--- src/hw/rtl/lbe_pkg.sv ---
// Shared types, codes and fixed-point helpers of the Lagrange basis evaluator.
// Depends on nothing; every other file of the block but lbe_div refers to it by scoped names.
package lbe_pkg;

	localparam int MAX_LINE_ORDER_DEF = 7;
	localparam int FRAC_BITS_DEF      = 16;
	localparam int QUEUE_DEPTH        = 2;

	// register index of basis_order on the configuration port
	localparam logic REG_BASIS_ORDER = 1'b0;

	typedef enum logic [1:0] {
		CELL_POINT = 2'd0,
		CELL_LINE  = 2'd1,
		CELL_TRI   = 2'd2,
		CELL_TET   = 2'd3
	} cell_t;

	// operand base of a linear factor
	typedef enum logic [2:0] {
		BASE_ONE = 3'd0,
		BASE_X   = 3'd1,
		BASE_Y   = 3'd2,
		BASE_Z   = 3'd3,
		BASE_W   = 3'd4,
		BASE_U   = 3'd5
	} base_t;

	// scaling applied to the base: 1, 2, 4, 9/2, 27/2, 27
	typedef enum logic [2:0] {
		SCL_1   = 3'd0,
		SCL_2   = 3'd1,
		SCL_4   = 3'd2,
		SCL_9H  = 3'd3,
		SCL_27H = 3'd4,
		SCL_27  = 3'd5
	} scl_t;

	// constant subtracted from the value part
	typedef enum logic [1:0] {
		CST_0     = 2'd0,
		CST_HALF  = 2'd1,
		CST_THIRD = 2'd2,
		CST_TWO3  = 2'd3
	} cst_t;

	// value and one partial derivative (the selected axis)
	typedef struct packed {
		logic [31:0] v;
		logic [31:0] g;
	} dual_t;

	// one classified request as it waits in the queue
	typedef struct packed {
		cell_t       cell_kind;
		logic        out_grad;
		dual_t       x;
		dual_t       y;
		dual_t       z;
		dual_t       w;
		dual_t       u;
	} item_t;

	typedef struct packed {
		base_t base;
		scl_t  scl;
		cst_t  cst;
	} lin_t;

	// basis program: first factor times nterm more factors
	typedef struct packed {
		logic [1:0] nterm;
		lin_t       l0;
		lin_t       l1;
		lin_t       l2;
	} prog_t;

	function automatic logic signed [31:0] sat32(input logic signed [63:0] a);
		if (a > 64'sd2147483647) return 32'sh7FFFFFFF;
		if (a < -64'sd2147483648) return 32'sh80000000;
		return a[31:0];
	endfunction

	// divide by 2^s, round to nearest, ties away from zero
	function automatic logic signed [63:0] rnd_shift(input logic signed [63:0] p, input int s);
		logic [63:0] m;
		logic [63:0] r;
		if (s == 0) return p;
		m = p[63] ? 64'(-p) : 64'(p);
		r = (m + (64'd1 << (s - 1))) >> s;
		return p[63] ? -$signed(r) : $signed(r);
	endfunction

	function automatic dual_t dsub(input dual_t a, input dual_t b);
		dual_t r;
		r.v = sat32(64'($signed(a.v)) - 64'($signed(b.v)));
		r.g = sat32(64'($signed(a.g)) - 64'($signed(b.g)));
		return r;
	endfunction

	function automatic dual_t dtwice(input dual_t a);
		dual_t r;
		r.v = sat32(64'($signed(a.v)) <<< 1);
		r.g = sat32(64'($signed(a.g)) <<< 1);
		return r;
	endfunction

	function automatic lin_t mk(input base_t b, input scl_t s, input cst_t c);
		lin_t l;
		l.base = b;
		l.scl  = s;
		l.cst  = c;
		return l;
	endfunction

	function automatic prog_t p1(input lin_t a);
		prog_t p;
		p.nterm = 2'd0;
		p.l0 = a;
		p.l1 = a;
		p.l2 = a;
		return p;
	endfunction

	function automatic prog_t p2(input lin_t a, input lin_t b);
		prog_t p;
		p.nterm = 2'd1;
		p.l0 = a;
		p.l1 = b;
		p.l2 = b;
		return p;
	endfunction

	function automatic prog_t p3(input lin_t a, input lin_t b, input lin_t c);
		prog_t p;
		p.nterm = 2'd2;
		p.l0 = a;
		p.l1 = b;
		p.l2 = c;
		return p;
	endfunction

	// factor program of basis idx for simplex cells (points and orders zero give 1.0)
	function automatic prog_t prog_of(input cell_t ck, input logic [2:0] n,
			input logic [3:0] idx);
		prog_t p;
		lin_t  one_l;
		one_l = mk(BASE_ONE, SCL_1, CST_0);
		p = p1(one_l);
		if (ck == CELL_TRI && n == 3'd1) begin
			unique case (idx)
				4'd0:    p = p1(mk(BASE_W, SCL_1, CST_0));
				4'd1:    p = p1(mk(BASE_X, SCL_1, CST_0));
				default: p = p1(mk(BASE_Y, SCL_1, CST_0));
			endcase
		end else if (ck == CELL_TET && n == 3'd1) begin
			unique case (idx)
				4'd0:    p = p1(mk(BASE_W, SCL_1, CST_0));
				4'd1:    p = p1(mk(BASE_X, SCL_1, CST_0));
				4'd2:    p = p1(mk(BASE_Y, SCL_1, CST_0));
				default: p = p1(mk(BASE_Z, SCL_1, CST_0));
			endcase
		end else if (ck == CELL_TRI && n == 3'd2) begin
			unique case (idx)
				4'd0: p = p2(mk(BASE_W, SCL_1, CST_0), mk(BASE_U, SCL_1, CST_0));
				4'd1: p = p2(mk(BASE_X, SCL_2, CST_0), mk(BASE_X, SCL_1, CST_HALF));
				4'd2: p = p2(mk(BASE_Y, SCL_2, CST_0), mk(BASE_Y, SCL_1, CST_HALF));
				4'd3: p = p2(mk(BASE_X, SCL_4, CST_0), mk(BASE_W, SCL_1, CST_0));
				4'd4: p = p2(mk(BASE_X, SCL_4, CST_0), mk(BASE_Y, SCL_1, CST_0));
				default: p = p2(mk(BASE_Y, SCL_4, CST_0), mk(BASE_W, SCL_1, CST_0));
			endcase
		end else if (ck == CELL_TET && n == 3'd2) begin
			unique case (idx)
				4'd0: p = p2(mk(BASE_W, SCL_1, CST_0), mk(BASE_U, SCL_1, CST_0));
				4'd1: p = p2(mk(BASE_X, SCL_2, CST_0), mk(BASE_X, SCL_1, CST_HALF));
				4'd2: p = p2(mk(BASE_Y, SCL_2, CST_0), mk(BASE_Y, SCL_1, CST_HALF));
				4'd3: p = p2(mk(BASE_Z, SCL_2, CST_0), mk(BASE_Z, SCL_1, CST_HALF));
				4'd4: p = p2(mk(BASE_X, SCL_4, CST_0), mk(BASE_W, SCL_1, CST_0));
				4'd5: p = p2(mk(BASE_X, SCL_4, CST_0), mk(BASE_Y, SCL_1, CST_0));
				4'd6: p = p2(mk(BASE_Y, SCL_4, CST_0), mk(BASE_W, SCL_1, CST_0));
				4'd7: p = p2(mk(BASE_Z, SCL_4, CST_0), mk(BASE_W, SCL_1, CST_0));
				4'd8: p = p2(mk(BASE_X, SCL_4, CST_0), mk(BASE_Z, SCL_1, CST_0));
				default: p = p2(mk(BASE_Y, SCL_4, CST_0), mk(BASE_Z, SCL_1, CST_0));
			endcase
		end else if (ck == CELL_TRI && n == 3'd3) begin
			unique case (idx)
				4'd0: p = p3(mk(BASE_W, SCL_9H, CST_0), mk(BASE_W, SCL_1, CST_TWO3),
						mk(BASE_W, SCL_1, CST_THIRD));
				4'd1: p = p3(mk(BASE_X, SCL_9H, CST_0), mk(BASE_X, SCL_1, CST_TWO3),
						mk(BASE_X, SCL_1, CST_THIRD));
				4'd2: p = p3(mk(BASE_Y, SCL_9H, CST_0), mk(BASE_Y, SCL_1, CST_TWO3),
						mk(BASE_Y, SCL_1, CST_THIRD));
				4'd3: p = p3(mk(BASE_W, SCL_27H, CST_0), mk(BASE_X, SCL_1, CST_0),
						mk(BASE_W, SCL_1, CST_THIRD));
				4'd4: p = p3(mk(BASE_W, SCL_27H, CST_0), mk(BASE_X, SCL_1, CST_0),
						mk(BASE_X, SCL_1, CST_THIRD));
				4'd5: p = p3(mk(BASE_X, SCL_27H, CST_0), mk(BASE_Y, SCL_1, CST_0),
						mk(BASE_X, SCL_1, CST_THIRD));
				4'd6: p = p3(mk(BASE_X, SCL_27H, CST_0), mk(BASE_Y, SCL_1, CST_0),
						mk(BASE_Y, SCL_1, CST_THIRD));
				4'd7: p = p3(mk(BASE_Y, SCL_27H, CST_0), mk(BASE_W, SCL_1, CST_0),
						mk(BASE_Y, SCL_1, CST_THIRD));
				4'd8: p = p3(mk(BASE_Y, SCL_27H, CST_0), mk(BASE_W, SCL_1, CST_0),
						mk(BASE_W, SCL_1, CST_THIRD));
				default: p = p3(mk(BASE_W, SCL_27, CST_0), mk(BASE_X, SCL_1, CST_0),
						mk(BASE_Y, SCL_1, CST_0));
			endcase
		end
		return p;
	endfunction

endpackage

--- src/hw/rtl/lbe_fifo.sv ---
// Short request queue between the front and back ends of the basis evaluator.
// Depends on lbe_pkg for the item type.
module lbe_fifo #(
	parameter int DEPTH = lbe_pkg::QUEUE_DEPTH
) (
	input  logic           clk,
	input  logic           arst_n,
	input  logic           push,
	input  lbe_pkg::item_t push_item,
	input  logic           pop,
	output logic           full,
	output logic           valid,
	output lbe_pkg::item_t head
);

	localparam int PW = (DEPTH > 1) ? $clog2(DEPTH) : 1;
	localparam int CW = $clog2(DEPTH + 1);

	lbe_pkg::item_t mem_q [DEPTH];
	logic [PW-1:0]  wr_q;
	logic [PW-1:0]  rd_q;
	logic [CW-1:0]  cnt_q;

	assign full  = (cnt_q == CW'(DEPTH));
	assign valid = (cnt_q != '0);
	assign head  = mem_q[rd_q];

	// storage
	always_ff @(posedge clk) begin
		if (push && !full) begin
			mem_q[wr_q] <= push_item;
		end
	end

	// pointers and fill count
	always_ff @(posedge clk or negedge arst_n) begin
		if (!arst_n) begin
			wr_q  <= '0;
			rd_q  <= '0;
			cnt_q <= '0;
		end else begin
			if (push && !full) begin
				wr_q <= (wr_q == PW'(DEPTH - 1)) ? '0 : wr_q + 1'b1;
			end
			if (pop && valid) begin
				rd_q <= (rd_q == PW'(DEPTH - 1)) ? '0 : rd_q + 1'b1;
			end
			cnt_q <= cnt_q + CW'(push && !full) - CW'(pop && valid);
		end
	end

endmodule

--- config.mk ---
export PLATFORM = sky130hd
export DESIGN_NAME = lbe_fifo
export DESIGN_NICKNAME = d
export VERILOG_FILES = /design/src/hw/rtl/lbe_pkg.sv /design/src/hw/rtl/lbe_fifo.sv
export SDC_FILE = /design/constraint.sdc
export NUM_CORES = 1
export LEC_CHECK = 0
export ABC_AREA = 0
export BUFFER_PORTS_ARGS = -buffer_cell sky130_fd_sc_hd__buf_2
export CAP_MARGIN = 40
export CORE_AREA = 2 2 251 253
export CTS_BUF_LIST = sky130_fd_sc_hd__clkbuf_4 sky130_fd_sc_hd__clkbuf_8
export CTS_CLUSTER_DIAMETER = 120
export DETAILED_ROUTE_END_ITERATION = 7
export DIE_AREA = 0 0 253 255
export GPL_ROUTABILITY_DRIVEN = 0
export HOLD_SLACK_MARGIN = 0.05
export PLACE_DENSITY_LB_ADDON = 0.12
export SETUP_SLACK_MARGIN = 0.5
export SLEW_MARGIN = 20
export SYNTH_ARGS = -nofsm -noshare
export SYNTH_HDL_FRONTEND = slang
export SYNTH_SLANG_ARGS = --single-unit
export TNS_END_PERCENT = 5
--- constraint.sdc ---
create_clock -name clk -period 16.1 [get_ports clk]
set_input_delay 0.805 -clock clk [delete_from_list [all_inputs] [get_ports clk]]
set_output_delay 0.805 -clock clk [all_outputs]
set_load 0.02 [all_outputs]
==> results by group <==
Yosys
  – Avg Cell Area, Syn: 23.1 µm²
  – Simple-gate share of the synthesized area: 0.00138
  – Mapped Area: 23600 µm²
  – Adder-cell area share of the yosys netlist: 0.00106
  – Syn Nets: 1352
  – Netlist cell types: 15
  – Synthesized flop and latch total: 650
  – Yosys warns: 0
  – XOR/XNOR Fraction of Synth Area: 0.00148
  – Main combinational cell family by area after synthesis: multiplexers
  – Mapped Cells: 1023
  – Top cell type's share of synthesized area: 0.822
  – Sequential-to-total area share from yosys stat: 0.826
  – Mux contribution to synthesized area: 0.154
  – Post-synthesis compound-gate area fraction: 0
  – Area contributors post-synth: edfxtp_1 (82%), mux2_2 (15%), buf_6 (1.4%)
  – Yosys top cell by area: edfxtp_1

Routing
  – # DRC: 0
  – Wire length per cell: 23.0 µm
  – Vias: 12500
  – ANT nets after route: 0
  – Drt total wl: 61.5 mm
  – DRT Pass-1 Iters: 4
  – Initial DRC count: 614
  – Vias per cell: 4.68

Floorplanning
  – I/O pins: 652
  – Die Area: 64500 µm²
  – Row count: 92
  – Die H: 255 µm
  – DIE WIDTH: 253 µm
  – CORE AREA: 62200 µm²
  – Initial Utilization: 0.380

Setup path
  – CP cell instances: buf_4, buf_4, buf_16, mux2_2, buf_2
  – Crit-path max FO: 70
  – CP Class: flop to output port
  – Top cell by count, worst path: buf_4
  – Worst EP arrival: 3.29 ns
  – CP top delay family: buffers and inverters
  – Startpoint Class: flop
  – Worst EP required: 15.29 ns
  – Critical Path Slowest Stage Cell: dfrtp_4
  – CP Capture Type: output port
  – Crit path largest cell delay: 0.87 ns
  – CP Buf/Inv Count: 4

Global routing
  – GRT Total Usage: 0.181
  – First-pass GRT wire length: 83.7 mm
  – Initial antenna violation count: 34
  – Vias in the first global route: 13200
  – Congestion Overflow GR: 0
  – Maximum number of pins on one net before global-route repair: 146

Outcome
  – Result of the run: completed

CTS
  – Clock Tree Buf Depth: 3
  – CTS tree: done
  – Clock latency on the worst-skew pair: 0.69 ns
  – H-tree Lvls: 3
  – Clock sinks: 650
  – Clk slew on worst S/H paths: 0.06 ns
  – CTS root buffer: clkbuf_8
  – CTS buffer count: 108

Layout
  – # fillers: 5467
  – Layout cells sized above 1: 0.629
  – Final #Nets: 2100
  – Post-route cell area: 30000 µm²
  – Synth-to-Final Area Change: 27.1%

Timing
  – Fmax: 244 MHz
  – Fin crit share: 0.255
  – TNS Setup: 0 ns
  – Fin crit period: 4.10 ns
  – Max-slew headroom: 0.342
  – Worst Tran Pin Value: 0.988 ns
  – Setup violators final: 0
  – Clock Skew: 0.0423 ns
  – Final Hold Fails: 0
  – RSZ-0062 raised after global routing: no
  – Slew Viols, Final: 0

Power and ir drop
  – Power Density: 190 nW/µm²
  – Leak Pwr: 11.2 nW
  – Worst VDD drop: 0.120 mV

Worst hold path
  – Hold Crit Class: primary input to flop

Placement
  – Number of I/O port buffers: 651
  – Placement Cell Area: 27900 µm²
  – Post-DP HPWL: 44.4 mm

Flow run
  – Max cap viols: 0
## report_power, final
| group | switching, mW | internal (mW) | total [mW] |
|---|---|---|---|
| clock network | 0.636 | 0.722 | 1.36 |
| registers | 0.118 | 2.31 | 2.43 |
| logic | 1.20 | 0.728 | 1.92 |
## what timing repair did
| action | CTS | global route |
|---|---|---|
| hold buffers | 1 | 0 |
| setup endpoints to repair | 0 | 0 |
| gates resized for setup | 0 | 0 |
| endpoints found under the hold margin | 4 | 0 |
| buffers inserted | 0 | 0 |
## final timing paths
kind / endpoint / depth (start not counted) / startpoint / slack, ns
setup / recovery: head[206] / 5 / rd_q$_DFFE_PN0P_ / 12.00
hold / removal: mem_q[1][94]$_DFFE_PP_ / 1 / push_item[94] / 0.30
max in group asynchronous: rd_q$_DFFE_PN0P_ / 2 / arst_n / 15.48
setup reg to reg: mem_q[1][238]$_DFFE_PP_ / 6 / cnt_q[1]$_DFF_PN0_ / 12.84
hold reg to reg: cnt_q[1]$_DFF_PN0_ / 1 / cnt_q[1]$_DFF_PN0_ / 0.50
min in group asynchronous: cnt_q[1]$_DFF_PN0_ / 2 / arst_n / 0.47
## per-stage QoR
| stage | cells | setup slack, ns | hold WS, ns | total power, mW | utilization |
|---|---|---|---|---|---|
| 2_1_floorplan | 1023 | 0.817 | 0.460 | 3.91 | - |
| 3_3_place_gp | 2448 | 11.83 | 0.481 | 4.36 | 0.444 |
| 3_5_place_dp | 2458 | 12.43 | 0.487 | 4.42 | 0.448 |
| 4_1_cts | 2653 | 11.65 | 0.219 | 5.79 | 0.481 |
| 5_1_grt | 2676 | 11.80 | 0.221 | 5.98 | 0.483 |
| 6_report | 2678 | 12.00 | 0.304 | 5.71 | 0.483 |
## state kept, by name (all words and copies together) (netlist names)
register / count
mem_q: 646
cnt_q: 2
rd_q: 1
wr_q: 1
## routing by layer
layer | share of wire | vias up | track usage
li1 | - | 5650 | -
met1 | 0.33 | 6253 | 0.177
met2 | 0.54 | 455 | 0.322
met3 | 0.084 | 156 | 0.0782
met4 | 0.039 | 24 | 0.0992
met5 | 0.0025 | - | 0
## final cells by class
cell class                      instances  area (µm²)  share of cell area
Inverter                                2        7.51            0.000250
Multi-Input combinational cell        335        3740               0.125
Clock inverter                         47         245             0.00817
Clock buffer                          147        1790              0.0597
Tap cell                              799        1000              0.0333
Sequential cell                       650       19500               0.650
Timing Repair Buffer                  674        3650               0.122
Antenna cell                           24        60.1             0.00200
## cells in the mapped netlist
library cell,number
and2_1,1
and3_1,1
buf_2,6
buf_6,30
dfrtp_1,4
edfxtp_1,646
ha_1,2
inv_1,2
mux2_2,323
nand2_1,1
nand2b_1,1
nor2_1,1
or2_2,1
xnor2_1,3
xor2_1,1
## layout by cell type (no fill, tap or decap)
cell type / count
buf_2: 651
edfxtp_1: 646
mux2_2: 323
clkbuf_8: 110
clkbuf_4: 37
clkinv_1: 27
diode_2: 24
clkinv_2: 15
buf_4: 10
buf_16: 9
xnor2_1: 3
clkinv_8: 3
dfrtp_1: 3
buf_12: 3
inv_1: 2
ha_1: 2
or2_2: 1
and2_1: 1
nand2b_1: 1
nand2_1: 1
nor2_4: 1
and3_4: 1
xor2_1: 1
inv_8: 1
clkinv_4: 1
dlygate4sd3_1: 1
dfrtp_4: 1
## cells by family after synthesis
group / Yosys count
xor gates and xnor gates: 4
adders and majority gates: 2
buffers and inverters: 38
DFF: 650
muxes: 323
and+or+nand+nor: 6
(Power assumes the default switching activity.)
