===== src/hw/rtl/lbe_pkg.sv =====
// Shared types, codes and fixed-point helpers of the Lagrange basis evaluator.
// Depends on nothing; every other file of the block but lbe_div refers to it by scoped names.
package lbe_pkg;

	localparam int MAX_LINE_ORDER_DEF = 7;
	localparam int FRAC_BITS_DEF      = 16;
	localparam int QUEUE_DEPTH        = 2;

	// register index of basis_order on the configuration port
	localparam logic REG_BASIS_ORDER = 1'b0;

	typedef enum logic [1:0] {
		CELL_POINT = 2'd0,
		CELL_LINE  = 2'd1,
		CELL_TRI   = 2'd2,
		CELL_TET   = 2'd3
	} cell_t;

	// operand base of a linear factor
	typedef enum logic [2:0] {
		BASE_ONE = 3'd0,
		BASE_X   = 3'd1,
		BASE_Y   = 3'd2,
		BASE_Z   = 3'd3,
		BASE_W   = 3'd4,
		BASE_U   = 3'd5
	} base_t;

	// scaling applied to the base: 1, 2, 4, 9/2, 27/2, 27
	typedef enum logic [2:0] {
		SCL_1   = 3'd0,
		SCL_2   = 3'd1,
		SCL_4   = 3'd2,
		SCL_9H  = 3'd3,
		SCL_27H = 3'd4,
		SCL_27  = 3'd5
	} scl_t;

	// constant subtracted from the value part
	typedef enum logic [1:0] {
		CST_0     = 2'd0,
		CST_HALF  = 2'd1,
		CST_THIRD = 2'd2,
		CST_TWO3  = 2'd3
	} cst_t;

	// value and one partial derivative (the selected axis)
	typedef struct packed {
		logic [31:0] v;
		logic [31:0] g;
	} dual_t;

	// one classified request as it waits in the queue
	typedef struct packed {
		cell_t       cell_kind;
		logic        out_grad;
		dual_t       x;
		dual_t       y;
		dual_t       z;
		dual_t       w;
		dual_t       u;
	} item_t;

	typedef struct packed {
		base_t base;
		scl_t  scl;
		cst_t  cst;
	} lin_t;

	// basis program: first factor times nterm more factors
	typedef struct packed {
		logic [1:0] nterm;
		lin_t       l0;
		lin_t       l1;
		lin_t       l2;
	} prog_t;

	function automatic logic signed [31:0] sat32(input logic signed [63:0] a);
		if (a > 64'sd2147483647) return 32'sh7FFFFFFF;
		if (a < -64'sd2147483648) return 32'sh80000000;
		return a[31:0];
	endfunction

	// divide by 2^s, round to nearest, ties away from zero
	function automatic logic signed [63:0] rnd_shift(input logic signed [63:0] p, input int s);
		logic [63:0] m;
		logic [63:0] r;
		if (s == 0) return p;
		m = p[63] ? 64'(-p) : 64'(p);
		r = (m + (64'd1 << (s - 1))) >> s;
		return p[63] ? -$signed(r) : $signed(r);
	endfunction

	function automatic dual_t dsub(input dual_t a, input dual_t b);
		dual_t r;
		r.v = sat32(64'($signed(a.v)) - 64'($signed(b.v)));
		r.g = sat32(64'($signed(a.g)) - 64'($signed(b.g)));
		return r;
	endfunction

	function automatic dual_t dtwice(input dual_t a);
		dual_t r;
		r.v = sat32(64'($signed(a.v)) <<< 1);
		r.g = sat32(64'($signed(a.g)) <<< 1);
		return r;
	endfunction

	function automatic lin_t mk(input base_t b, input scl_t s, input cst_t c);
		lin_t l;
		l.base = b;
		l.scl  = s;
		l.cst  = c;
		return l;
	endfunction

	function automatic prog_t p1(input lin_t a);
		prog_t p;
		p.nterm = 2'd0;
		p.l0 = a;
		p.l1 = a;
		p.l2 = a;
		return p;
	endfunction

	function automatic prog_t p2(input lin_t a, input lin_t b);
		prog_t p;
		p.nterm = 2'd1;
		p.l0 = a;
		p.l1 = b;
		p.l2 = b;
		return p;
	endfunction

	function automatic prog_t p3(input lin_t a, input lin_t b, input lin_t c);
		prog_t p;
		p.nterm = 2'd2;
		p.l0 = a;
		p.l1 = b;
		p.l2 = c;
		return p;
	endfunction

	// factor program of basis idx for simplex cells (points and orders zero give 1.0)
	function automatic prog_t prog_of(input cell_t ck, input logic [2:0] n,
			input logic [3:0] idx);
		prog_t p;
		lin_t  one_l;
		one_l = mk(BASE_ONE, SCL_1, CST_0);
		p = p1(one_l);
		if (ck == CELL_TRI && n == 3'd1) begin
			unique case (idx)
				4'd0:    p = p1(mk(BASE_W, SCL_1, CST_0));
				4'd1:    p = p1(mk(BASE_X, SCL_1, CST_0));
				default: p = p1(mk(BASE_Y, SCL_1, CST_0));
			endcase
		end else if (ck == CELL_TET && n == 3'd1) begin
			unique case (idx)
				4'd0:    p = p1(mk(BASE_W, SCL_1, CST_0));
				4'd1:    p = p1(mk(BASE_X, SCL_1, CST_0));
				4'd2:    p = p1(mk(BASE_Y, SCL_1, CST_0));
				default: p = p1(mk(BASE_Z, SCL_1, CST_0));
			endcase
		end else if (ck == CELL_TRI && n == 3'd2) begin
			unique case (idx)
				4'd0: p = p2(mk(BASE_W, SCL_1, CST_0), mk(BASE_U, SCL_1, CST_0));
				4'd1: p = p2(mk(BASE_X, SCL_2, CST_0), mk(BASE_X, SCL_1, CST_HALF));
				4'd2: p = p2(mk(BASE_Y, SCL_2, CST_0), mk(BASE_Y, SCL_1, CST_HALF));
				4'd3: p = p2(mk(BASE_X, SCL_4, CST_0), mk(BASE_W, SCL_1, CST_0));
				4'd4: p = p2(mk(BASE_X, SCL_4, CST_0), mk(BASE_Y, SCL_1, CST_0));
				default: p = p2(mk(BASE_Y, SCL_4, CST_0), mk(BASE_W, SCL_1, CST_0));
			endcase
		end else if (ck == CELL_TET && n == 3'd2) begin
			unique case (idx)
				4'd0: p = p2(mk(BASE_W, SCL_1, CST_0), mk(BASE_U, SCL_1, CST_0));
				4'd1: p = p2(mk(BASE_X, SCL_2, CST_0), mk(BASE_X, SCL_1, CST_HALF));
				4'd2: p = p2(mk(BASE_Y, SCL_2, CST_0), mk(BASE_Y, SCL_1, CST_HALF));
				4'd3: p = p2(mk(BASE_Z, SCL_2, CST_0), mk(BASE_Z, SCL_1, CST_HALF));
				4'd4: p = p2(mk(BASE_X, SCL_4, CST_0), mk(BASE_W, SCL_1, CST_0));
				4'd5: p = p2(mk(BASE_X, SCL_4, CST_0), mk(BASE_Y, SCL_1, CST_0));
				4'd6: p = p2(mk(BASE_Y, SCL_4, CST_0), mk(BASE_W, SCL_1, CST_0));
				4'd7: p = p2(mk(BASE_Z, SCL_4, CST_0), mk(BASE_W, SCL_1, CST_0));
				4'd8: p = p2(mk(BASE_X, SCL_4, CST_0), mk(BASE_Z, SCL_1, CST_0));
				default: p = p2(mk(BASE_Y, SCL_4, CST_0), mk(BASE_Z, SCL_1, CST_0));
			endcase
		end else if (ck == CELL_TRI && n == 3'd3) begin
			unique case (idx)
				4'd0: p = p3(mk(BASE_W, SCL_9H, CST_0), mk(BASE_W, SCL_1, CST_TWO3),
						mk(BASE_W, SCL_1, CST_THIRD));
				4'd1: p = p3(mk(BASE_X, SCL_9H, CST_0), mk(BASE_X, SCL_1, CST_TWO3),
						mk(BASE_X, SCL_1, CST_THIRD));
				4'd2: p = p3(mk(BASE_Y, SCL_9H, CST_0), mk(BASE_Y, SCL_1, CST_TWO3),
						mk(BASE_Y, SCL_1, CST_THIRD));
				4'd3: p = p3(mk(BASE_W, SCL_27H, CST_0), mk(BASE_X, SCL_1, CST_0),
						mk(BASE_W, SCL_1, CST_THIRD));
				4'd4: p = p3(mk(BASE_W, SCL_27H, CST_0), mk(BASE_X, SCL_1, CST_0),
						mk(BASE_X, SCL_1, CST_THIRD));
				4'd5: p = p3(mk(BASE_X, SCL_27H, CST_0), mk(BASE_Y, SCL_1, CST_0),
						mk(BASE_X, SCL_1, CST_THIRD));
				4'd6: p = p3(mk(BASE_X, SCL_27H, CST_0), mk(BASE_Y, SCL_1, CST_0),
						mk(BASE_Y, SCL_1, CST_THIRD));
				4'd7: p = p3(mk(BASE_Y, SCL_27H, CST_0), mk(BASE_W, SCL_1, CST_0),
						mk(BASE_Y, SCL_1, CST_THIRD));
				4'd8: p = p3(mk(BASE_Y, SCL_27H, CST_0), mk(BASE_W, SCL_1, CST_0),
						mk(BASE_W, SCL_1, CST_THIRD));
				default: p = p3(mk(BASE_W, SCL_27, CST_0), mk(BASE_X, SCL_1, CST_0),
						mk(BASE_Y, SCL_1, CST_0));
			endcase
		end
		return p;
	endfunction

endpackage


===== src/hw/rtl/lbe_front.sv =====
// Front end: takes a request, converts the coordinates and builds the linear
// operands x, y, z, w and u for the selected axis. Depends on lbe_pkg.
module lbe_front #(
	parameter int FRAC_BITS = lbe_pkg::FRAC_BITS_DEF
) (
	input  logic               clk,
	input  logic               arst_n,
	input  logic               start,
	output logic               busy,
	input  logic [1:0]         cell_type,
	input  logic signed [17:0] coord_x,
	input  logic signed [17:0] coord_y,
	input  logic signed [17:0] coord_z,
	input  logic [1:0]         deriv_sel,
	output logic               push,
	output lbe_pkg::item_t     push_item,
	input  logic               full
);

	localparam longint OneL = longint'(1) <<< FRAC_BITS;

	logic               vld_s1;
	logic [1:0]         cell_s1;
	logic signed [17:0] cx_s1;
	logic signed [17:0] cy_s1;
	logic signed [17:0] cz_s1;
	logic [1:0]         sel_s1;
	logic               accept;
	logic [1:0]         axis;
	lbe_pkg::dual_t     one_d;
	lbe_pkg::dual_t     xd;
	lbe_pkg::dual_t     yd;
	lbe_pkg::dual_t     zd;
	lbe_pkg::dual_t     wt;
	lbe_pkg::dual_t     ut;

	// Q1.16 to the internal fraction width, rounded and saturated
	function automatic logic signed [31:0] coord_cvt(input logic signed [17:0] c);
		logic signed [63:0] e;
		e = 64'(c);
		if (FRAC_BITS >= 16) return lbe_pkg::sat32(e <<< (FRAC_BITS - 16));
		return lbe_pkg::sat32(lbe_pkg::rnd_shift(e, 16 - FRAC_BITS));
	endfunction

	assign accept = start && !busy;
	assign busy   = vld_s1 && full;
	assign push   = vld_s1 && !full;

	// input stage
	always_ff @(posedge clk or negedge arst_n) begin
		if (!arst_n) begin
			vld_s1 <= 1'b0;
		end else begin
			vld_s1 <= accept || (vld_s1 && full);
		end
	end

	always_ff @(posedge clk) begin
		if (accept) begin
			cell_s1 <= cell_type;
			cx_s1   <= coord_x;
			cy_s1   <= coord_y;
			cz_s1   <= coord_z;
			sel_s1  <= deriv_sel;
		end
	end

	// classify and build operands
	always_comb begin
		axis    = (lbe_pkg::cell_t'(cell_s1) == lbe_pkg::CELL_LINE) ? 2'd1 : sel_s1;
		one_d.v = 32'(OneL);
		one_d.g = '0;
		xd.v    = coord_cvt(cx_s1);
		xd.g    = (axis == 2'd1) ? 32'(OneL) : '0;
		yd.v    = coord_cvt(cy_s1);
		yd.g    = (axis == 2'd2) ? 32'(OneL) : '0;
		zd.v    = coord_cvt(cz_s1);
		zd.g    = (axis == 2'd3) ? 32'(OneL) : '0;
		wt      = lbe_pkg::dsub(lbe_pkg::dsub(one_d, xd), yd);
		ut      = lbe_pkg::dsub(lbe_pkg::dsub(one_d, lbe_pkg::dtwice(xd)),
				lbe_pkg::dtwice(yd));
		if (lbe_pkg::cell_t'(cell_s1) == lbe_pkg::CELL_TET) begin
			wt = lbe_pkg::dsub(wt, zd);
			ut = lbe_pkg::dsub(ut, lbe_pkg::dtwice(zd));
		end
		push_item.cell_kind = lbe_pkg::cell_t'(cell_s1);
		push_item.out_grad  = (lbe_pkg::cell_t'(cell_s1) != lbe_pkg::CELL_POINT)
				&& (sel_s1 != 2'd0);
		push_item.x = xd;
		push_item.y = yd;
		push_item.z = zd;
		push_item.w = wt;
		push_item.u = ut;
	end

endmodule


===== config.mk =====
export PLATFORM = sky130hd
export DESIGN_NAME = lbe_front
export DESIGN_NICKNAME = d
export VERILOG_FILES = /design/src/hw/rtl/lbe_pkg.sv /design/src/hw/rtl/lbe_front.sv
export SDC_FILE = /design/constraint.sdc
export NUM_CORES = 1
export LEC_CHECK = 0
export BUFFER_PORTS_ARGS = -buffer_cell sky130_fd_sc_hd__buf_2
export CAP_MARGIN = 25
export CELL_PAD_IN_SITES_DETAIL_PLACEMENT = 1
export CELL_PAD_IN_SITES_GLOBAL_PLACEMENT = 1
export CORE_UTILIZATION = 23
export CTS_CLUSTER_DIAMETER = 200
export DETAILED_ROUTE_END_ITERATION = 8
export PLACE_DENSITY_LB_ADDON = 0.1
export SLEW_MARGIN = 0
export SYNTH_ARGS = -nofsm -noshare
export SYNTH_HDL_FRONTEND = slang
export SYNTH_SLANG_ARGS = --single-unit
export TNS_END_PERCENT = 5

===== constraint.sdc =====
create_clock -name clk -period 13.4 [get_ports clk]
set_clock_uncertainty 0.05 [all_clocks]
set_input_delay 2.68 -clock clk [delete_from_list [all_inputs] [get_ports clk]]
set_output_delay 2.68 -clock clk [all_outputs]
set_load 0.01 [all_outputs]

==> results of run 1 <==
-- worst reg2reg max path, cell delays in order, from the launching register on --
cell                      delay (ps)
sky130_fd_sc_hd__dfrtp_1         360
sky130_fd_sc_hd__and2_1          180
sky130_fd_sc_hd__nor2b_4         110
sky130_fd_sc_hd__buf_4           650
-- per-stage QoR --
stage,power [mW],setup slack (ps),area (um^2),hold slack (ps)
3_5_place_dp,1.664,766.0,13900,621.8
6_report,1.905,832.6,14230,629.8
3_3_place_gp,1.670,528.5,13880,620.8
5_1_grt,2.060,65.52,14230,678.0
2_1_floorplan,1.249,3133,13470,599.4
4_1_cts,1.917,276.3,14190,640.8
-- cells by family after synthesis --
family	share of synthesized area [%]
flip-flops	13.53
XOR/XNOR	7.850
multiplexers	0.4984
AND/OR/NAND/NOR	16.73
buffers and inverters	18.99
AO/OA/AOI/OAI	28.82
other	0.02873
adder cells (fa/ha/maj)	13.55
-- flip-flops by register name, indices dropped and copies added, names as in the netlist --
name	cells
cx_s1	18
cell_s1	2
cz_s1	18
sel_s1	2
vld_s1	1
cy_s1	18
-- repair_timing --
action / in CTS / in global routing
gates resized for setup: 0 / 5
endpoints found under the setup margin: 0 / 31
endpoints found under the hold margin: 0 / 0
buffers inserted: 0 / 0
-- cells in the final DEF (no fill, tap or decap), drive strengths merged, types with 8 or more instances in the layout --
cell and n:
nand2b 34, and3 13, a221oi 17, o211ai 10, edfxtp 58, nand3 33
or3 13, or2 10, a22oi 14, xor2 46, clkbuf 10, nor2 94
nor2b 20, and2 11, a21boi 9, o31ai 34, a21oi 162, o21ai 58
nand4 18, o21a 23, a31oi 19, o21bai 22, conb 111, inv 85
a211oi 8, buf 306, a32oi 29, nor4 9, xnor2 71, ha 135
nand2 161, nor3 22, a21o 80
-- metal layers --
layer  vias up  share of wire (%)  GRT usage (%)
li1       6081                  -              -
met1      6026                 47          23.67
met2       264                 48          30.02
met3        54                3.1          1.975
met4         0                2.3          5.173
met5         -                  0              0
-- cell type report --
type | count | area share [%]
Multi-Input combinational cell | 1370 | 65.34
Inverter | 84 | 2.216
Tap cell | 748 | 6.577
Timing Repair Buffer | 306 | 11.40
Sequential cell | 59 | 12.42
Clock inverter | 6 | 0.4484
Clock buffer | 10 | 1.609
-- power by group through the flow --
stage	clock network [mW]	registers, mW	logic, mW
global route	0.254	0.228	1.58
global placement	0	0.229	1.44
finish	0.240	0.226	1.44
floorplan	0	0.226	1.02
detailed placement	0	0.230	1.43
CTS	0.249	0.226	1.44
-- final timing paths --
check	start	cells past startpoint	slack, ps	end
worst max-delay path	cx_s1[8]	31	830	push_item[38]
worst min-delay path	vld_s1	2	630	vld_s1
worst max register to register	vld_s1	3	11630	cz_s1[11]
worst min register to register	vld_s1	2	630	vld_s1
max in group asynchronous	arst_n	1	11190	vld_s1
min in group asynchronous	arst_n	1	2030	vld_s1
==> impl_metrics.json, run 1 <==
{
  "buffer_ports.inserted": 277,
  "synth.avg_cell_area_um2": 7.532,
  "drt_pass1_iterations": 5,
  "synth_enable_flop_cells": 58,
  "max_clock_freq_mhz": 79.57,
  "yosysMostFrequentCell": "sky130_fd_sc_hd__buf_4",
  "post_synth_main_area_contributors": "sky130_fd_sc_hd__buf_4 (14%), sky130_fd_sc_hd__edfxtp_1 (13%), sky130_fd_sc_hd__ha_1 (13%)",
  "initial_antenna_violation_count": 0,
  "grt.total_usage_pct": 17.79,
  "ys_types": 81,
  "rsz0062_at_grt": "false",
  "yosysWarnings": 0,
  "worst_hold_path_type": "register to register",
  "gp_congestion": 0.8235,
  "pwr-share-comb_pct": 75.5,
  "drv_slew": 0,
  "cpMaxStageDelayCell": "sky130_fd_sc_hd__a21o_1",
  "fillers": 6837,
  "cts-buffers-inserted": 9,
  "worst_ir_drop_vdd_mv": 0.05156,
  "synth-seq-area-share_pct": 13.53,
  "initial_core_util_pct": 23.46,
  "tns_ps": 0,
  "crit_path_start_kind": "register",
  "synthCells": 1733,
  "multiInputGateArea_mm2": 0.009298,
  "p_sw_share_pct": 52.95,
  "power.net_switching_mw": 1.009,
  "drc": 0,
  "rows": 86,
  "ant_nets": 0,
  "finish.utilization_pct": 25.58,
  "grt_remaining_overflow": 0,
  "place_hpwl_um": 43730,
  "run_status": "finished clean",
  "tightestPinTransition_ps": 887.6,
  "fp.dieH_um": 240.2,
  "clk_pin_slew_worst_paths_ps": 60,
  "yosys-top-cells-count": "sky130_fd_sc_hd__buf_4 (238), sky130_fd_sc_hd__a21oi_1 (162), sky130_fd_sc_hd__nand2_1 (161), sky130_fd_sc_hd__ha_1 (135), sky130_fd_sc_hd__nor2_1 (92)",
  "cts_hold_buf": 0,
  "synth-async-reset-ratio_pct": 1.695,
  "period_needed_ps": 12570,
  "syn_area_mm2": 0.01305,
  "vias_per_cell": 4.810,
  "final_hold_vio_count": 0,
  "setup_viol": 0,
  "placed_cells_incl_taps": 2567,
  "pwr-share-clk_pct": 12.6,
  "netlist.top_cell.by_area": "sky130_fd_sc_hd__buf_4",
  "worst_setup_path_end_kind": "output pin",
  "max_cap_violations": 0,
  "critPathTopFamily": "compound AO/OA/AOI/OAI gates",
  "fp.coreArea_mm2": 0.05563,
  "grt_max_degree": 59,
  "design.die.area_mm2": 0.05771,
  "dominantRegCellSynth": "sky130_fd_sc_hd__edfxtp_1",
  "power.leakage_nw": 6.763,
  "areaGrowthSynthToFinish_pct": 9.010,
  "pwr-share-seq_pct": 11.9,
  "dieWidth_um": 240.2,
  "cts.root.buffer_cell": "sky130_fd_sc_hd__clkbuf_16",
  "worstSkewPairLatency_ps": 360,
  "routedWlPerCell_um": 20.32,
  "setup_cp_type": "register to output pin",
  "htreeDepth": 3,
  "synthDominantCellAreaShare_pct": 13.69,
  "worst-endpoint-required_ps": 10670,
  "crit_path_most_repeated_cell": "sky130_fd_sc_hd__nand2_1",
  "vias": 12430,
  "cts_tree": "done",
  "p_int_mw": 0.8961,
  "initialDrtViolationCount": 616,
  "power_density_mw_per_mm2": 133.8,
  "crit_path_max_fanout": 19,
  "relative_slew_slack_pct": 40.82,
  "cp_slowest_stage_delay_ps": 520,
  "critPathArrivalTime_ps": 9840,
  "clkSinkCount": 59,
  "ys_seq_elements": 59,
  "fin_cells": 2583,
  "cp.buffers_inverters": 4,
  "nets": 2031,
  "drive_above_1_share_pct": 19.78,
  "fin_crit_sh_pct": 93.79,
  "grt_pass1_vias": 12520,
  "antenna_cells": 0,
  "first_pass_grt_wire_length_um": 77680,
  "postRouteWirelength_um": 52480,
  "ctsLongestPathBuffers": 2,
  "sequential_cell_area_mm2": 0.001767,
  "top_level_ports": 387
}
Power figures use the tool's default switching activity.
==> inputs of run 2 (changes only) <==
Clock period 13.4 ns to 14.2 ns, I/O delays scaled along.
==> run 2 against run 1 <==
Compared with the run above:
- clock power fell by 14%
- utilization fell by 0.25 points
- non-clock buffer count is 9 lower
- clock-buffer cell count decreased by 1
- wire length shrank 2.0%
- critical path depth shrank 2
- sequential share of layout area grew 0.12 points
- critical path type unchanged
- critical endpoint is now push_item[42]
- largest cell class unchanged
- largest power group unchanged
- highest routed layer unchanged
==> impl_metrics.json, run 2 (same netlist as run 1, synthesis figures left out) <==
{
  "drive_above_1_share_pct": 19.33,
  "areaGrowthSynthToFinish_pct": 7.965,
  "top_level_ports": 387,
  "grt_remaining_overflow": 0,
  "post_cts_buffers": 0,
  "clk_pin_slew_worst_paths_ps": 60,
  "pwr-share-clk_pct": 11.7,
  "drv_slew": 0,
  "grt_pass1_vias": 12490,
  "routedWlPerCell_um": 19.99,
  "relative_slew_slack_pct": 42.68,
  "rows": 86,
  "largest_registers": "cx_s1: 18 flops, cy_s1: 18 flops, cz_s1: 18 flops",
  "design.die.area_mm2": 0.05771,
  "route.met2.wl_um": 25130,
  "setup_cp_type": "register to output pin",
  "rsz0062_at_grt": "false",
  "gp_congestion": 0.7994,
  "initialDrtViolationCount": 469,
  "first_pass_grt_wire_length_um": 77510,
  "fin_ws_ps": 1004,
  "power_density_mw_per_mm2": 124.9,
  "setup_viol": 0,
  "clkSinkCount": 59,
  "cp_slowest_stage_delay_ps": 750,
  "drt_pass1_iterations": 4,
  "worst_setup_path_end_kind": "output pin",
  "htreeDepth": 3,
  "max_cap_violations": 0,
  "initial_core_util_pct": 23.46,
  "ant_nets": 0,
  "postRouteWirelength_um": 51440,
  "top_signal_layer_used": "met4",
  "layout_commonest_cell": "sky130_fd_sc_hd__buf_2",
  "cts_tree": "done",
  "antenna_cells": 0,
  "finish.utilization_pct": 25.33,
  "power.net_switching_mw": 0.9409,
  "fin_crit_sh_pct": 92.93,
  "grt_max_degree": 42,
  "ctsLongestPathBuffers": 2,
  "grt.total_usage_pct": 17.59,
  "period_needed_ps": 13200,
  "worst_ir_drop_vdd_mv": 0.04498,
  "max_clock_freq_mhz": 75.78,
  "tns_ps": 0,
  "cpMaxStageDelayCell": "sky130_fd_sc_hd__o41ai_2",
  "pwr-share-seq_pct": 12.2,
  "worst_hold_path_type": "register to register",
  "p_sw_share_pct": 53.45,
  "vias": 12310,
  "power.leakage_nw": 6.688,
  "commonest_cells_after_routing_fill_and_taps_aside": "sky130_fd_sc_hd__buf_2 (278), sky130_fd_sc_hd__nand2_1 (161), sky130_fd_sc_hd__a21oi_1 (161), sky130_fd_sc_hd__ha_1 (135), sky130_fd_sc_hd__conb_1 (111)",
  "cts-buffers-inserted": 9,
  "p_int_mw": 0.8193,
  "run_status": "finished clean",
  "cts_repair_resize_count": 0,
  "crit_path_start_kind": "register",
  "fp.coreArea_mm2": 0.05563,
  "tightestPinTransition_ps": 849.1,
  "final_hold_vio_count": 0,
  "worst-endpoint-required_ps": 11310,
  "place_hpwl_um": 43210,
  "cts_hold_buf": 0,
  "nets": 2022,
  "crit_path_max_fanout": 28,
  "worstSkewPairLatency_ps": 360,
  "critPathArrivalTime_ps": 10310,
  "detailedPlace.worstSlack_ps": 1147,
  "pwr-share-comb_pct": 76.1,
  "route.met3.wl_um": 1372,
  "dieWidth_um": 240.2,
  "drc": 0,
  "vias_per_cell": 4.782,
  "met1_length_um": 24400,
  "cts.root.buffer_cell": "sky130_fd_sc_hd__clkbuf_16",
  "fp.dieH_um": 240.2,
  "buffer_ports.inserted": 277,
  "initial_antenna_violation_count": 0
}
[run 2: worst paths after layout]
path                            slack, ps  cells after the start  startpoint       endpoint
worst max-delay path                 1000                     29    cx_s1[8]  push_item[42]
worst min register to register        640                      2      vld_s1         vld_s1
worst max register to register      12020                      3      vld_s1      cz_s1[13]
min in group asynchronous            2190                      1      arst_n         vld_s1
max in group asynchronous           11820                      1      arst_n         vld_s1
worst min-delay path                  640                      2      vld_s1         vld_s1
[run 2: final cells by class]
class / count / area, um^2
Fill cell: 6853 / 41540
Multi-Input combinational cell: 1370 / 9261
Sequential cell: 59 / 1767
Timing Repair Buffer: 297 / 1546
Tap cell: 748 / 935.9
Inverter: 84 / 315.3
Clock buffer: 9 / 225.2
Clock inverter: 7 / 42.54
[run 2: through the flow]
step / hold slack [ps] / power [mW] / instance area, um^2 / std cells
after floorplan: 599.4 / 1.179 / 13470 / 1843
after global placement: 623.9 / 1.572 / 13820 / 2557
after detailed placement: 626.1 / 1.563 / 13820 / 2558
after CTS: 645.6 / 1.785 / 14090 / 2574
after global routing: 665.4 / 1.913 / 14090 / 2574
final: 637.3 / 1.760 / 14090 / 2574
[run 2: critical path: cells and delay by family, from the launching register on]
kind,cells,cell delay (ps)
AND/OR/NAND/NOR,6,2430
adder cells (fa/ha/maj),2,760
flip-flops,1,460
buffers and inverters,4,1300
AO/OA/AOI/OAI,17,4960
[run 2: layer usage]
| metal | track usage, % | up-vias |
|---|---|---|
| li1 | - | 6067 |
| met1 | 23.54 | 5984 |
| met2 | 30.55 | 231 |
| met3 | 1.975 | 26 |
| met4 | 2.799 | 0 |
| met5 | 0 | - |
[run 2: power groups by stage]
stage | clock (mW) | sequential (mW) | combinational, mW
after global routing | 0.221 | 0.216 | 1.48
after detailed placement | 0 | 0.218 | 1.35
after CTS | 0.217 | 0.215 | 1.35
final | 0.207 | 0.214 | 1.34
after floorplan | 0 | 0.213 | 0.965
after global placement | 0 | 0.218 | 1.35
==> inputs of run 3 (changes only) <==
Settings changed: ABC_AREA set to 1.
==> run 3 against run 2 <==
Compared with the run above:
- utilization barely moved
- register-to-register slack improved by 420 ps
- power rose by 22%
- wire length rose by 19%
- non-clock buffer count fell by 9
- largest cell class unchanged
- largest power group unchanged
==> impl_metrics.json, run 3 <==
{
  "run_status": "finished clean",
  "power.leakage_nw": 8.915,
  "worst_hold_stages": 2,
  "cpMaxStageDelayCell": "sky130_fd_sc_hd__nor2_1",
  "rows": 92,
  "htreeDepth": 3,
  "cp_num_cells": 43,
  "cts.root.buffer_cell": "sky130_fd_sc_hd__clkbuf_16",
  "synth-async-reset-ratio_pct": 1.695,
  "fin_cells": 3437,
  "fin_crit_sh_pct": 82.90,
  "largest_registers": "cx_s1: 18 flops, cy_s1: 18 flops, cz_s1: 18 flops",
  "design.die.area_mm2": 0.06553,
  "drv_slew": 0,
  "cts_hold_buf": 0,
  "ys_seq_elements": 59,
  "synth.avg_cell_area_um2": 6.000,
  "initial_antenna_violation_count": 1,
  "dominantRegCellSynth": "sky130_fd_sc_hd__edfxtp_1",
  "met2_usage_pct": 29.80,
  "yosysMostFrequentCell": "sky130_fd_sc_hd__nand2_1",
  "grt_pass1_vias": 15530,
  "rsz0062_at_grt": "false",
  "worst-endpoint-required_ps": 11310,
  "nets": 2788,
  "place_hpwl_um": 53880,
  "setup_viol": 0,
  "synthCells": 2473,
  "netlist.top_cell.by_area": "sky130_fd_sc_hd__nand2_1",
  "placed_cells_incl_taps": 3419,
  "buffer_ports.inserted": 277,
  "rr_worst_depth": 4,
  "vias": 15270,
  "ant_nets": 0,
  "synth_enable_flop_cells": 58,
  "grt.total_usage_pct": 18.39,
  "synthDominantCellAreaShare_pct": 21.05,
  "post_synth_main_area_contributors": "sky130_fd_sc_hd__nand2_1 (21%), sky130_fd_sc_hd__buf_4 (12%), sky130_fd_sc_hd__edfxtp_1 (12%)",
  "layout_commonest_cell": "sky130_fd_sc_hd__nand2_1",
  "dieWidth_um": 256.0,
  "routedWlPerCell_um": 17.86,
  "met1_usage_pct": 25.76,
  "grt_max_degree": 66,
  "max_cap_violations": 0,
  "worstSkewPairLatency_ps": 370,
  "cts-buffers-inserted": 9,
  "vias_per_cell": 4.443,
  "pwr-share-comb_pct": 77.9,
  "clk_pin_slew_worst_paths_ps": 80,
  "yosysWarnings": 0,
  "worst_ir_drop_vdd_mv": 0.06285,
  "power_density_mw_per_mm2": 133.4,
  "postRouteWirelength_um": 61390,
  "power.net_switching_mw": 1.246,
  "antenna_cells": 0,
  "setup_cp_type": "register to output pin",
  "fp.dieH_um": 256.0,
  "global_route_met3_usage_pct": 2.367,
  "grt.busiest_layer": "met2",
  "post_cts_buffers": 0,
  "cp.buffers_inverters": 5,
  "final_hold_vio_count": 0,
  "ys_types": 52,
  "crit_path_most_repeated_cell": "sky130_fd_sc_hd__nand2_1",
  "commonest_cells_after_routing_fill_and_taps_aside": "sky130_fd_sc_hd__nand2_1 (831), sky130_fd_sc_hd__buf_2 (277), sky130_fd_sc_hd__inv_1 (271), sky130_fd_sc_hd__nor2_1 (184), sky130_fd_sc_hd__a21oi_1 (162)",
  "fp.coreArea_mm2": 0.06343,
  "grt_remaining_overflow": 0,
  "worst_hold_path_type": "register to register",
  "max_clock_freq_mhz": 84.94,
  "tightestPinTransition_ps": 879.5,
  "gp_congestion": 0.9265,
  "cts_tree": "done",
  "clkSinkCount": 59,
  "pwr-share-clk_pct": 12.1,
  "cp_slowest_stage_delay_ps": 700,
  "period_needed_ps": 11770,
  "ctsLongestPathBuffers": 2,
  "crit_path_max_fanout": 31,
  "synth-seq-area-share_pct": 11.91,
  "drive_above_1_share_pct": 16.06,
  "pwr-share-seq_pct": 10.0,
  "syn_area_mm2": 0.01484,
  "initial_core_util_pct": 23.39,
  "drc": 0,
  "top_level_ports": 387,
  "yosys-top-cells-count": "sky130_fd_sc_hd__nand2_1 (832), sky130_fd_sc_hd__inv_1 (272), sky130_fd_sc_hd__buf_4 (236), sky130_fd_sc_hd__nor2_1 (185), sky130_fd_sc_hd__a21oi_1 (162)",
  "cts_repair_resize_count": 0,
  "crit_path_start_kind": "register",
  "worst_setup_path_end_kind": "output pin",
  "first_pass_grt_wire_length_um": 93250,
  "critPathArrivalTime_ps": 8880,
  "drt_pass1_iterations": 5,
  "initialDrtViolationCount": 628,
  "p_sw_share_pct": 58.23,
  "tns_ps": 0,
  "relative_slew_slack_pct": 41.15,
  "critPathTopFamily": "simple AND/OR/NAND/NOR gates",
  "p_int_mw": 0.8938,
  "areaGrowthSynthToFinish_pct": 8.112
}
==> run 3: cell types whose count changed in the layout (fill, tap and decap cells not counted), moves of 31 or more <==
cell	before	now
sky130_fd_sc_hd__a21o_1	79	15
sky130_fd_sc_hd__xnor2_1	71	25
sky130_fd_sc_hd__nand2_1	161	831
sky130_fd_sc_hd__o21ai_0	49	90
sky130_fd_sc_hd__nand3_1	33	110
sky130_fd_sc_hd__o31ai_1	34	0
sky130_fd_sc_hd__nand2_2	0	42
sky130_fd_sc_hd__inv_1	84	271
sky130_fd_sc_hd__xor2_1	46	79
sky130_fd_sc_hd__nand2b_1	34	0
sky130_fd_sc_hd__nand2_4	0	31
sky130_fd_sc_hd__nor2_1	91	184
==> run 3: path summary, 6_finish.rpt <==
path,from,to,slack (ps)
min reg2reg,vld_s1,vld_s1,460
min in group asynchronous,arst_n,vld_s1,2180
min,vld_s1,vld_s1,460
max,cx_s1[6],push_item[34],2430
max in group asynchronous,arst_n,vld_s1,11830
max reg2reg,vld_s1,cz_s1[17],12440
==> run 3: worst min-delay path, cell delays in order (launching register included) <==
cell                      delay (ps)
sky130_fd_sc_hd__dfrtp_1         350
sky130_fd_sc_hd__nand2_1          70
sky130_fd_sc_hd__nand2_1          50
==> run 3: cell type report <==
cell class              count  area, um^2
clock buffers               9       225.2
clock inverters             6       81.33
fillers                  8365       47380
inverters                 281        1055
multi-input cells        1948       10340
flip-flops and latches     59        1767
well taps                 846        1059
repair buffers            288        1516
==> run 3: through the flow <==
step           worst slack, ps  power [mW]  util (%)  hold slack (ps)  instance area, um^2
2_1_floorplan             5233       1.392         -            405.7                15250
3_3_place_gp              2485       1.880     24.70            427.2                15670
3_5_place_dp              2359       1.876     24.70            447.5                15670
4_1_cts                   1932       2.152     25.18            467.2                15970
5_1_grt                   1338       2.354     25.29            505.4                16040
6_report                  2428       2.140     25.29            456.6                16040
==> run 3: power by group through the flow <==
stage	combinational [mW]	clock [mW]	sequential, mW
final	1.67	0.258	0.214
after global routing	1.86	0.275	0.216
after CTS	1.66	0.271	0.216
after detailed placement	1.66	0	0.219
after global placement	1.66	0	0.219
after floorplan	1.18	0	0.213
==> run 3: cells by family (layout without fill, tap and decap cells) <==
logic type / count (synthesis) / in the layout / synth area share [%]
adder cells (fa/ha/maj): 139 / 139 / 11.92
XOR/XNOR: 105 / 105 / 6.248
flip-flops: 59 / 59 / 11.91
buffers and inverters: 576 / 584 / 21.27
AO/OA/AOI/OAI: 310 / 310 / 11.48
other: 1 / 111 / 0.02527
AND/OR/NAND/NOR: 1283 / 1283 / 37.14
==> run 3: metal layers <==
layer  wire (um)  part of all wire [%]
met3        2164                   3.5
met5           0                     0
met2       27150                    44
met4        1189                   1.9
met1       30890                    50
